## src/design/sle_pkg.sv

```systemverilog
`timescale 1ns / 1ps
// Shared types and codes for the sorted list engine.
// No dependencies; the top level and the sequencer refer to this package by scoped names.

package sle_pkg;

    typedef enum logic [1:0] {
        ACT_INSERT = 2'd0,
        ACT_DELETE = 2'd1,
        ACT_SEARCH = 2'd2,
        ACT_CLEAR  = 2'd3
    } action_t;

    typedef enum logic [1:0] {
        ST_OK        = 2'd0,
        ST_NOT_FOUND = 2'd1,
        ST_EMPTY     = 2'd2,
        ST_FULL      = 2'd3
    } status_t;

    typedef enum logic [4:0] {
        S_IDLE   = 5'b00001,
        S_INS    = 5'b00010,
        S_PUT    = 5'b00100,
        S_SCAN   = 5'b01000,
        S_REPORT = 5'b10000
    } state_t;

    localparam int RESULT_WIDTH = 32;

endpackage

```

## src/design/sorted_list_engine.sv

```systemverilog
`timescale 1ns / 1ps
// Top level of the sorted list engine: sequencer plus entry store.
// Depends on sle_pkg, sle_mem and sle_seq.
//
// Usage:
//   A transaction is accepted at a rising edge where start is high and busy is
//   low; action and item_value are sampled then. Actions: insert, delete,
//   search and clear. Exactly one result follows per transaction: done is high
//   for one cycle while status, entry_count, smallest and largest are valid.
//   The receiver cannot stall; the result is simply presented for that cycle.
//   A transaction walks the entry store one entry per cycle through a single
//   compare unit and a registered read of the store. Clear, and
//   insert/delete/search on a full or empty store, go straight to the
//   report; insert walks down from the top entry, delete and search up from
//   the bottom. busy is high from acceptance until the result is presented;
//   a new transaction can be accepted in the cycle done is high.
//   Reset empties the store (count zero) with no clearing pass; only entries
//   below the count are ever used.

module sorted_list_engine #(
    parameter int CAPACITY    = 16,
    parameter int VALUE_WIDTH = 32
) (
    input  logic                              clk,
    input  logic                              rst_n,
    input  logic                              start,
    input  logic [1:0]                        action,
    input  logic [31:0]                       item_value,
    output logic                              busy,
    output logic                              done,
    output logic [1:0]                        status,
    output logic [$clog2(CAPACITY+1)-1:0]     entry_count,
    output logic [sle_pkg::RESULT_WIDTH-1:0]  smallest,
    output logic [sle_pkg::RESULT_WIDTH-1:0]  largest
);

    localparam int AW = $clog2(CAPACITY);

    logic                   wr_en;
    logic [AW-1:0]          wr_addr;
    logic [VALUE_WIDTH-1:0] wr_data;
    logic [AW-1:0]          rd_addr;
    logic [VALUE_WIDTH-1:0] rd_data;

    sle_seq #(
        .CAPACITY    (CAPACITY),
        .VALUE_WIDTH (VALUE_WIDTH)
    ) u_seq (
        .clk         (clk),
        .rst_n       (rst_n),
        .start       (start),
        .action      (action),
        .item_value  (item_value),
        .busy        (busy),
        .done        (done),
        .status      (status),
        .entry_count (entry_count),
        .smallest    (smallest),
        .largest     (largest),
        .wr_en       (wr_en),
        .wr_addr     (wr_addr),
        .wr_data     (wr_data),
        .rd_addr     (rd_addr),
        .rd_data     (rd_data)
    );

    sle_mem #(
        .DEPTH (CAPACITY),
        .WIDTH (VALUE_WIDTH)
    ) u_mem (
        .clk     (clk),
        .wr_en   (wr_en),
        .wr_addr (wr_addr),
        .wr_data (wr_data),
        .rd_addr (rd_addr),
        .rd_data (rd_data)
    );

endmodule

```

## src/design/sle_mem.sv

```systemverilog
`timescale 1ns / 1ps
// Entry store of the sorted list engine: one write port, one read port with
// registered read data. Depends on nothing.

module sle_mem #(
    parameter int DEPTH = 16,
    parameter int WIDTH = 32
) (
    input  logic                     clk,
    input  logic                     wr_en,
    input  logic [$clog2(DEPTH)-1:0] wr_addr,
    input  logic [WIDTH-1:0]         wr_data,
    input  logic [$clog2(DEPTH)-1:0] rd_addr,
    output logic [WIDTH-1:0]         rd_data
);

    logic [WIDTH-1:0] mem [DEPTH];
    logic [WIDTH-1:0] rd_data_reg;

    always_ff @(posedge clk)
    begin
        if (wr_en)
        begin
            mem[wr_addr] <= wr_data;
        end
    end

    always_ff @(posedge clk)
    begin
        rd_data_reg <= mem[rd_addr];
    end

    assign rd_data = rd_data_reg;

endmodule

```

## src/design/sle_seq.sv

```systemverilog
`timescale 1ns / 1ps
// Sequencer of the sorted list engine: walks the entry store one entry per cycle
// through a single shared compare unit and keeps count, smallest and largest.
// Depends on sle_pkg.

module sle_seq #(
    parameter int CAPACITY    = 16,
    parameter int VALUE_WIDTH = 32
) (
    input  logic                              clk,
    input  logic                              rst_n,
    input  logic                              start,
    input  logic [1:0]                        action,
    input  logic [31:0]                       item_value,
    output logic                              busy,
    output logic                              done,
    output logic [1:0]                        status,
    output logic [$clog2(CAPACITY+1)-1:0]     entry_count,
    output logic [sle_pkg::RESULT_WIDTH-1:0]  smallest,
    output logic [sle_pkg::RESULT_WIDTH-1:0]  largest,
    output logic                              wr_en,
    output logic [$clog2(CAPACITY)-1:0]       wr_addr,
    output logic [VALUE_WIDTH-1:0]            wr_data,
    output logic [$clog2(CAPACITY)-1:0]       rd_addr,
    input  logic [VALUE_WIDTH-1:0]            rd_data
);

    localparam int AW = $clog2(CAPACITY);
    localparam int CW = $clog2(CAPACITY + 1);
    localparam int RW = sle_pkg::RESULT_WIDTH;
    localparam logic [CW-1:0] CAP_C = CW'(CAPACITY);

    sle_pkg::state_t  state_reg, state_next;
    sle_pkg::action_t act_reg, act_next;
    sle_pkg::status_t st_reg, st_next;
    logic [CW-1:0]          count_reg, count_next;
    logic [VALUE_WIDTH-1:0] min_reg, min_next;
    logic [VALUE_WIDTH-1:0] max_reg, max_next;
    logic [VALUE_WIDTH-1:0] val_reg, val_next;
    logic [VALUE_WIDTH-1:0] prev_reg, prev_next;
    logic [AW-1:0]          idx_reg, idx_next;
    logic                   found_reg, found_next;

    logic                   done_reg, done_next;
    sle_pkg::status_t       ost_reg, ost_next;
    logic [CW-1:0]          ocount_reg, ocount_next;
    logic [RW-1:0]          omin_reg, omin_next;
    logic [RW-1:0]          omax_reg, omax_next;

    logic [VALUE_WIDTH-1:0] in_val;
    logic                   data_lt;
    logic                   data_eq;
    logic                   last;

    // The one compare unit shared by every step of the walk.
    assign data_lt = rd_data < val_reg;
    assign data_eq = rd_data == val_reg;
    assign last    = CW'(idx_reg) == (count_reg - CW'(1));
    assign in_val  = VALUE_WIDTH'(item_value);

    always_comb
    begin
        state_next  = state_reg;
        act_next    = act_reg;
        st_next     = st_reg;
        count_next  = count_reg;
        min_next    = min_reg;
        max_next    = max_reg;
        val_next    = val_reg;
        prev_next   = prev_reg;
        idx_next    = idx_reg;
        found_next  = found_reg;
        done_next   = 1'b0;
        ost_next    = ost_reg;
        ocount_next = ocount_reg;
        omin_next   = omin_reg;
        omax_next   = omax_reg;
        wr_en       = 1'b0;
        wr_addr     = idx_reg;
        wr_data     = rd_data;
        rd_addr     = idx_reg;

        case (state_reg)
            sle_pkg::S_IDLE:
            begin
                if (start)
                begin
                    val_next   = in_val;
                    act_next   = sle_pkg::action_t'(action);
                    found_next = 1'b0;
                    st_next    = sle_pkg::ST_OK;
                    state_next = sle_pkg::S_REPORT;
                    case (sle_pkg::action_t'(action))
                        sle_pkg::ACT_INSERT:
                        begin
                            if (count_reg == CAP_C)
                            begin
                                st_next = sle_pkg::ST_FULL;
                            end
                            else if (count_reg == '0)
                            begin
                                wr_en      = 1'b1;
                                wr_addr    = '0;
                                wr_data    = in_val;
                                count_next = CW'(1);
                                min_next   = in_val;
                                max_next   = in_val;
                            end
                            else
                            begin
                                // Walk down from the top entry, moving each entry not below the new value up.
                                rd_addr    = AW'(count_reg - CW'(1));
                                idx_next   = AW'(count_reg - CW'(1));
                                state_next = sle_pkg::S_INS;
                            end
                        end
                        sle_pkg::ACT_DELETE, sle_pkg::ACT_SEARCH:
                        begin
                            if (count_reg == '0)
                            begin
                                st_next = (sle_pkg::action_t'(action) == sle_pkg::ACT_DELETE) ?
                                          sle_pkg::ST_EMPTY : sle_pkg::ST_NOT_FOUND;
                            end
                            else
                            begin
                                rd_addr    = '0;
                                idx_next   = '0;
                                state_next = sle_pkg::S_SCAN;
                            end
                        end
                        default:
                        begin
                            count_next = '0;
                            min_next   = '0;
                            max_next   = '0;
                        end
                    endcase
                end
            end

            sle_pkg::S_INS:
            begin
                wr_en   = 1'b1;
                wr_addr = idx_reg + AW'(1);
                if (!data_lt)
                begin
                    wr_data = rd_data;
                    if (idx_reg == '0)
                    begin
                        state_next = sle_pkg::S_PUT;
                    end
                    else
                    begin
                        rd_addr  = idx_reg - AW'(1);
                        idx_next = idx_reg - AW'(1);
                    end
                end
                else
                begin
                    wr_data    = val_reg;
                    count_next = count_reg + CW'(1);
                    if (last)
                    begin
                        max_next = val_reg;
                    end
                    state_next = sle_pkg::S_REPORT;
                end
            end

            sle_pkg::S_PUT:
            begin
                wr_en      = 1'b1;
                wr_addr    = '0;
                wr_data    = val_reg;
                min_next   = val_reg;
                count_next = count_reg + CW'(1);
                state_next = sle_pkg::S_REPORT;
            end

            sle_pkg::S_SCAN:
            begin
                prev_next = rd_data;
                rd_addr   = idx_reg + AW'(1);
                idx_next  = idx_reg + AW'(1);
                if (found_reg)
                begin
                    // Close the gap: each later entry moves down one place.
                    wr_en   = 1'b1;
                    wr_addr = idx_reg - AW'(1);
                    wr_data = rd_data;
                    if (idx_reg == AW'(1))
                    begin
                        min_next = rd_data;
                    end
                    if (last)
                    begin
                        count_next = count_reg - CW'(1);
                        state_next = sle_pkg::S_REPORT;
                    end
                end
                else if (data_lt)
                begin
                    if (last)
                    begin
                        st_next    = sle_pkg::ST_NOT_FOUND;
                        state_next = sle_pkg::S_REPORT;
                    end
                end
                else if (data_eq)
                begin
                    if (act_reg == sle_pkg::ACT_SEARCH)
                    begin
                        state_next = sle_pkg::S_REPORT;
                    end
                    else if (last)
                    begin
                        // The top entry goes; the one below it becomes the largest.
                        count_next = count_reg - CW'(1);
                        if (count_reg == CW'(1))
                        begin
                            min_next = '0;
                            max_next = '0;
                        end
                        else
                        begin
                            max_next = prev_reg;
                        end
                        state_next = sle_pkg::S_REPORT;
                    end
                    else
                    begin
                        found_next = 1'b1;
                    end
                end
                else
                begin
                    st_next    = sle_pkg::ST_NOT_FOUND;
                    state_next = sle_pkg::S_REPORT;
                end
            end

            sle_pkg::S_REPORT:
            begin
                done_next   = 1'b1;
                ost_next    = st_reg;
                ocount_next = count_reg;
                omin_next   = RW'(min_reg);
                omax_next   = RW'(max_reg);
                state_next  = sle_pkg::S_IDLE;
            end

            default:
            begin
                state_next = sle_pkg::S_IDLE;
            end
        endcase
    end

    always_ff @(posedge clk or negedge rst_n)
    begin
        if (!rst_n)
        begin
            state_reg <= sle_pkg::S_IDLE;
            count_reg <= '0;
            min_reg   <= '0;
            max_reg   <= '0;
            done_reg  <= 1'b0;
        end
        else
        begin
            state_reg <= state_next;
            count_reg <= count_next;
            min_reg   <= min_next;
            max_reg   <= max_next;
            done_reg  <= done_next;
        end
    end

    always_ff @(posedge clk)
    begin
        act_reg    <= act_next;
        st_reg     <= st_next;
        val_reg    <= val_next;
        prev_reg   <= prev_next;
        idx_reg    <= idx_next;
        found_reg  <= found_next;
        ost_reg    <= ost_next;
        ocount_reg <= ocount_next;
        omin_reg   <= omin_next;
        omax_reg   <= omax_next;
    end

    assign busy        = state_reg != sle_pkg::S_IDLE;
    assign done        = done_reg;
    assign status      = ost_reg;
    assign entry_count = ocount_reg;
    assign smallest    = omin_reg;
    assign largest     = omax_reg;

endmodule
```

## config.mk

```make
export PLATFORM = sky130hd
export DESIGN_NAME = sorted_list_engine
export DESIGN_NICKNAME = d
export VERILOG_FILES = /design/src/design/sle_pkg.sv /design/src/design/sorted_list_engine.sv /design/src/design/sle_mem.sv /design/src/design/sle_seq.sv
export SDC_FILE = /design/constraint.sdc
export NUM_CORES = 1
export LEC_CHECK = 0
export ABC_AREA = 1
export BUFFER_PORTS_ARGS = -buffer_cell sky130_fd_sc_hd__buf_4
export CAP_MARGIN = 20
export CORE_MARGIN = 5
export CORE_UTILIZATION = 60
export DETAILED_ROUTE_END_ITERATION = 7
export PLACE_DENSITY = 0.86
export SLEW_MARGIN = 10
export SYNTH_ARGS = -nofsm -noshare
export SYNTH_HDL_FRONTEND = slang
export SYNTH_SLANG_ARGS = --single-unit
```

## constraint.sdc

```tcl
create_clock -name clk -period 11.3 [get_ports clk]
set_clock_uncertainty 0.1 [all_clocks]
set_input_delay 1.13 -clock clk [delete_from_list [all_inputs] [get_ports clk]]
set_output_delay 1.13 -clock clk [all_outputs]
set_load 0.05 [all_outputs]
```

==> results by group <==
Floorplan
  – Effective utilization at floorplan: 60.5%
  – Number of rows created at floorplan: 85
  – Number of primary I/O pins: 110
  – Die area: 0.0590 sq mm
  – Core Region: 0.0538 sq mm
  – Die Height: 243 um
  – Die Span X: 243 um

Hold path
  – Tightest Hold Check Type: in2async

STA
  – Max Transition Viols Final: 0
  – Maximum operating frequency: 157 MHz
  – Final-report hold violation count: 0
  – Max transition margin: 25.4%
  – Setup repair after global routing missed its margin: false
  – Total of endpoints with negative setup slack in the final report: 0
  – Worst Setup Slack, final: 4.95 ns
  – TNS Setup: 0 ns
  – Crit share post-route: 56.2%
  – Min Tclk post-route: 6.35 ns
  – Worst slew pin tran: 1.12 ns

Worst setup path
  – WS Path Type: reg2reg
  – Req. time, crit path: 11.76 ns
  – Cell-by-cell listing of the critical path: nor2_2, nand4_4, nand2_1, inv_2, nand2_2, o21ai_1, nor2_1, nand2_1, inv_2, nand3_4, nand2_8, buf_4, nand2_1, nand3_1, nand3_1, nand2_1, nand2_1, nand2_1
  – Data arrival time of the worst path: 6.81 ns
  – Maximum fanout along the worst path: 169
  – Capturing element type of the critical path: flip-flop
  – Worst reg2reg path depth: 18
  – Slowest cell on the critical path: sky130_fd_sc_hd__nand2_8
  – CP peak stage delay: 1.15 ns
  – Startpoint type of the worst setup path: flip-flop
  – Most frequent CP cell: sky130_fd_sc_hd__nand2_1

Synth
  – EDFF count, synth: 652
  – Share of the synthesized area in the top cell type: 60.2%
  – Biggest area contributors in the synthesized netlist: sky130_fd_sc_hd__edfxtp_1 60%, sky130_fd_sc_hd__nand3_1 11%, sky130_fd_sc_hd__nand2_1 8.4%, sky130_fd_sc_hd__dfrtp_1 5.7%, sky130_fd_sc_hd__dfxtp_1 2.2%
  – Average instance area after synthesis: 11.1 sq um
  – Netlist cell types: 44
  – #FFs+latches synth: 763
  – Netlist Area Pre-Place: 0.0325 sq mm
  – Dominant register cell in the synthesized netlist: sky130_fd_sc_hd__edfxtp_1
  – Number of instances in the synthesized netlist: 2920
  – Syn_nets: 3000
  – Share of synthesized registers carrying an async set or reset: 9.83%
  – Cell type contributing the most total cell area after synthesis: sky130_fd_sc_hd__edfxtp_1
  – Part of the Yosys area used for sequential elements: 68.2%
  – Number of warnings printed during yosys synthesis: 0

Clocking
  – Maximum buffer depth of the clock tree: 3
  – Clk sinks: 763
  – Number of post-CTS setup repair buffers: 0
  – Clock latency reported for the late side of the worst-skew pair: 0.63 ns
  – Number of instances resized during post-cts repair: 0
  – H-tree Lvls: 3
  – Post-CTS Hold Fix Bufs: 0
  – CTS tree: yes
  – Reg clk slew, reported paths: 0.06 ns
  – Root buffer cell: sky130_fd_sc_hd__clkbuf_16
  – Total CTS buffers: 73

Power
  – Total power density per cell area: 343 mW/mm^2
  – Static leakage power: 13.9 nW
  – Max IR drop VDD: 0.371 mV

Run
  – Max-cap check violation count: 0

Route
  – Detailed-router iteration count before antenna repair: 7
  – Final routed DRC violation total: 0
  – Via count of the routed design: 24600
  – Post-DR vias/cell: 6.59
  – Drt wl/cell: 23.9 um
  – Routed Wire Length: 89200 um
  – 1st-iter DRT viols: 4455
  – Post-route ant nets: 0

Layout
  – Flip-flop count of the largest register after layout: 512
  – Filler Cell Count: 3429
  – Final nets: 3065
  – Footprint of the flip-flops and latches: 0.0222 sq mm
  – Area Overhead vs Synth: 12.1%
  – Total area of multi-input combinational cells: 0.00921 sq mm
  – Layout cells sized above 1: 10.9%
  – Register bank with the most flops: u_mem.mem
  – # diodes: 0

Global routing
  – Global router's overall resource usage: 29.3%
  – Initial antenna violation count: 0
  – Vias in the first global route: 24100
  – Fraction of met3 tracks used by global routing: 6.69%
  – Total overflow reported by the global router: 0
  – Wire length of the first global-routing pass: 136000 um
  – Gr busiest metal: met2
  – Fraction of met2 tracks used by global routing: 47.5%
  – Largest net degree at the start of global routing: 170
  – Global Route met1 Usage: 38.4%

Place
  – Sum of net half-perimeters after detailed placement: 47900 um
  – GP Congestion: 0.900
  – Number of port buffers: 109
  – DP Worst Slack: 5.19 ns

Outcome
  – Run status: finished, final reports clean
critical path, delay by kind of cell (launching register included):
| family | cells | cell delay (ns) |
|---|---|---|
| AO/OA/AOI/OAI | 1 | 0.08 |
| buffers and inverters | 3 | 1.26 |
| flip-flops | 1 | 0.45 |
| AND/OR/NAND/NOR | 14 | 4.21 |
power by group:
group | internal [mW] | total (mW) | switching [mW]
clock | 1.42 | 2.46 | 1.04
combinational | 1.54 | 5.78 | 4.24
sequential | 3.98 | 4.26 | 0.279
total | 6.95 | 12.5 | 5.56
cell families (layout without fill, tap and decap cells):
kind of cell	Yosys count	count (layout)	share of synthesized area [%]
AND/OR/NAND/NOR	1596	1596	21.6
flip-flops	763	763	68.2
AO/OA/AOI/OAI	188	188	4.01
XOR/XNOR	11	11	0.296
buffers and inverters	319	442	4.28
adder cells (fa/ha/maj)	43	43	1.65
synth_stat cells, types with 2 or more instances:
cell type	number
sky130_fd_sc_hd__nor3_1	10
sky130_fd_sc_hd__a41oi_1	32
sky130_fd_sc_hd__o21ai_0	55
sky130_fd_sc_hd__o21a_1	2
sky130_fd_sc_hd__a31oi_1	3
sky130_fd_sc_hd__nand3_1	740
sky130_fd_sc_hd__xor2_1	8
sky130_fd_sc_hd__o2111ai_1	35
sky130_fd_sc_hd__inv_1	123
sky130_fd_sc_hd__buf_1	8
sky130_fd_sc_hd__nor2_2	6
sky130_fd_sc_hd__o211ai_1	32
sky130_fd_sc_hd__a211oi_1	2
sky130_fd_sc_hd__dfrtp_1	74
sky130_fd_sc_hd__nor2_1	92
sky130_fd_sc_hd__edfxtp_1	652
sky130_fd_sc_hd__ha_1	43
sky130_fd_sc_hd__dfxtp_1	36
sky130_fd_sc_hd__a21oi_1	19
sky130_fd_sc_hd__xnor2_1	3
sky130_fd_sc_hd__a21o_1	2
sky130_fd_sc_hd__buf_4	23
sky130_fd_sc_hd__clkbuf_1	69
sky130_fd_sc_hd__inv_2	8
sky130_fd_sc_hd__nand4_1	7
sky130_fd_sc_hd__nand2_2	3
sky130_fd_sc_hd__buf_2	87
sky130_fd_sc_hd__nand2_1	730
worst paths after layout:
path	startpoint	slack (ns)	endpoint
worst min-delay path	rst_n	0.29	u_seq.min_reg[25]$_DFFE_PN0P_
min in group clk	u_seq.st_reg[1]$_SDFFCE_PP0P_	0.32	u_seq.status[1]$_DFFE_PP_
worst max-delay path	u_seq.state_reg[3]$_DFFE_PN0P_	4.95	u_mem.rd_data[17]$_DFF_P_
worst min register to register	u_seq.st_reg[1]$_SDFFCE_PP0P_	0.32	u_seq.status[1]$_DFFE_PP_
max in group asynchronous	rst_n	9.70	u_seq.min_reg[14]$_DFFE_PN0P_
worst max register to register	u_seq.state_reg[3]$_DFFE_PN0P_	4.95	u_mem.rd_data[17]$_DFF_P_
metal layers:
metal | wire length, um | share of wire, %
met5 | 0 | 0
met4 | 4050 | 4.5
met3 | 12900 | 14
met1 | 29800 | 33
met2 | 42500 | 48
metrics by stage:
step | instances | utilization, % | cell area [sq um] | hold slack, ns | power, mW
detailed placement | 3597 | 63.2 | 34000 | 0.307 | 9.72
global route | 3739 | 67.8 | 36500 | 0.295 | 13.1
floorplan | 2920 | - | 32500 | 0.300 | 8.19
global placement | 3587 | 63.0 | 33900 | 0.307 | 9.40
finish | 3739 | 67.8 | 36500 | 0.291 | 12.5
CTS | 3730 | 67.6 | 36400 | 0.277 | 12.3
layout make-up:
cell class / count / area share, %
clock inverter: 30 / 0.995
tap: 696 / 2.39
sequential: 763 / 60.8
multi-input combinational: 1838 / 25.3
inverter: 132 / 1.37
clock buffer: 103 / 5.57
timing repair buffer: 177 / 3.64
placed cells by master, fill, tap and decap left out, drive strengths merged, types with 2 or more instances in the layout:
master and n:
clkinv 20, ha 43, nor3 10, edfxtp 652, bufinv 7, buf 175
xor2 8, o21a 2, xnor2 3, nor4 2, o2111ai 35, a211oi 2
nand4 8, o211ai 32, o21ai 56, inv 133, nand3 742, a41oi 32
a31oi 3, clkbuf 105, nand2 733, nor2 98, clkinvlp 2, dfrtp 74
a21o 2, dfxtp 36, a21oi 19
(Power assumes the default switching activity.)
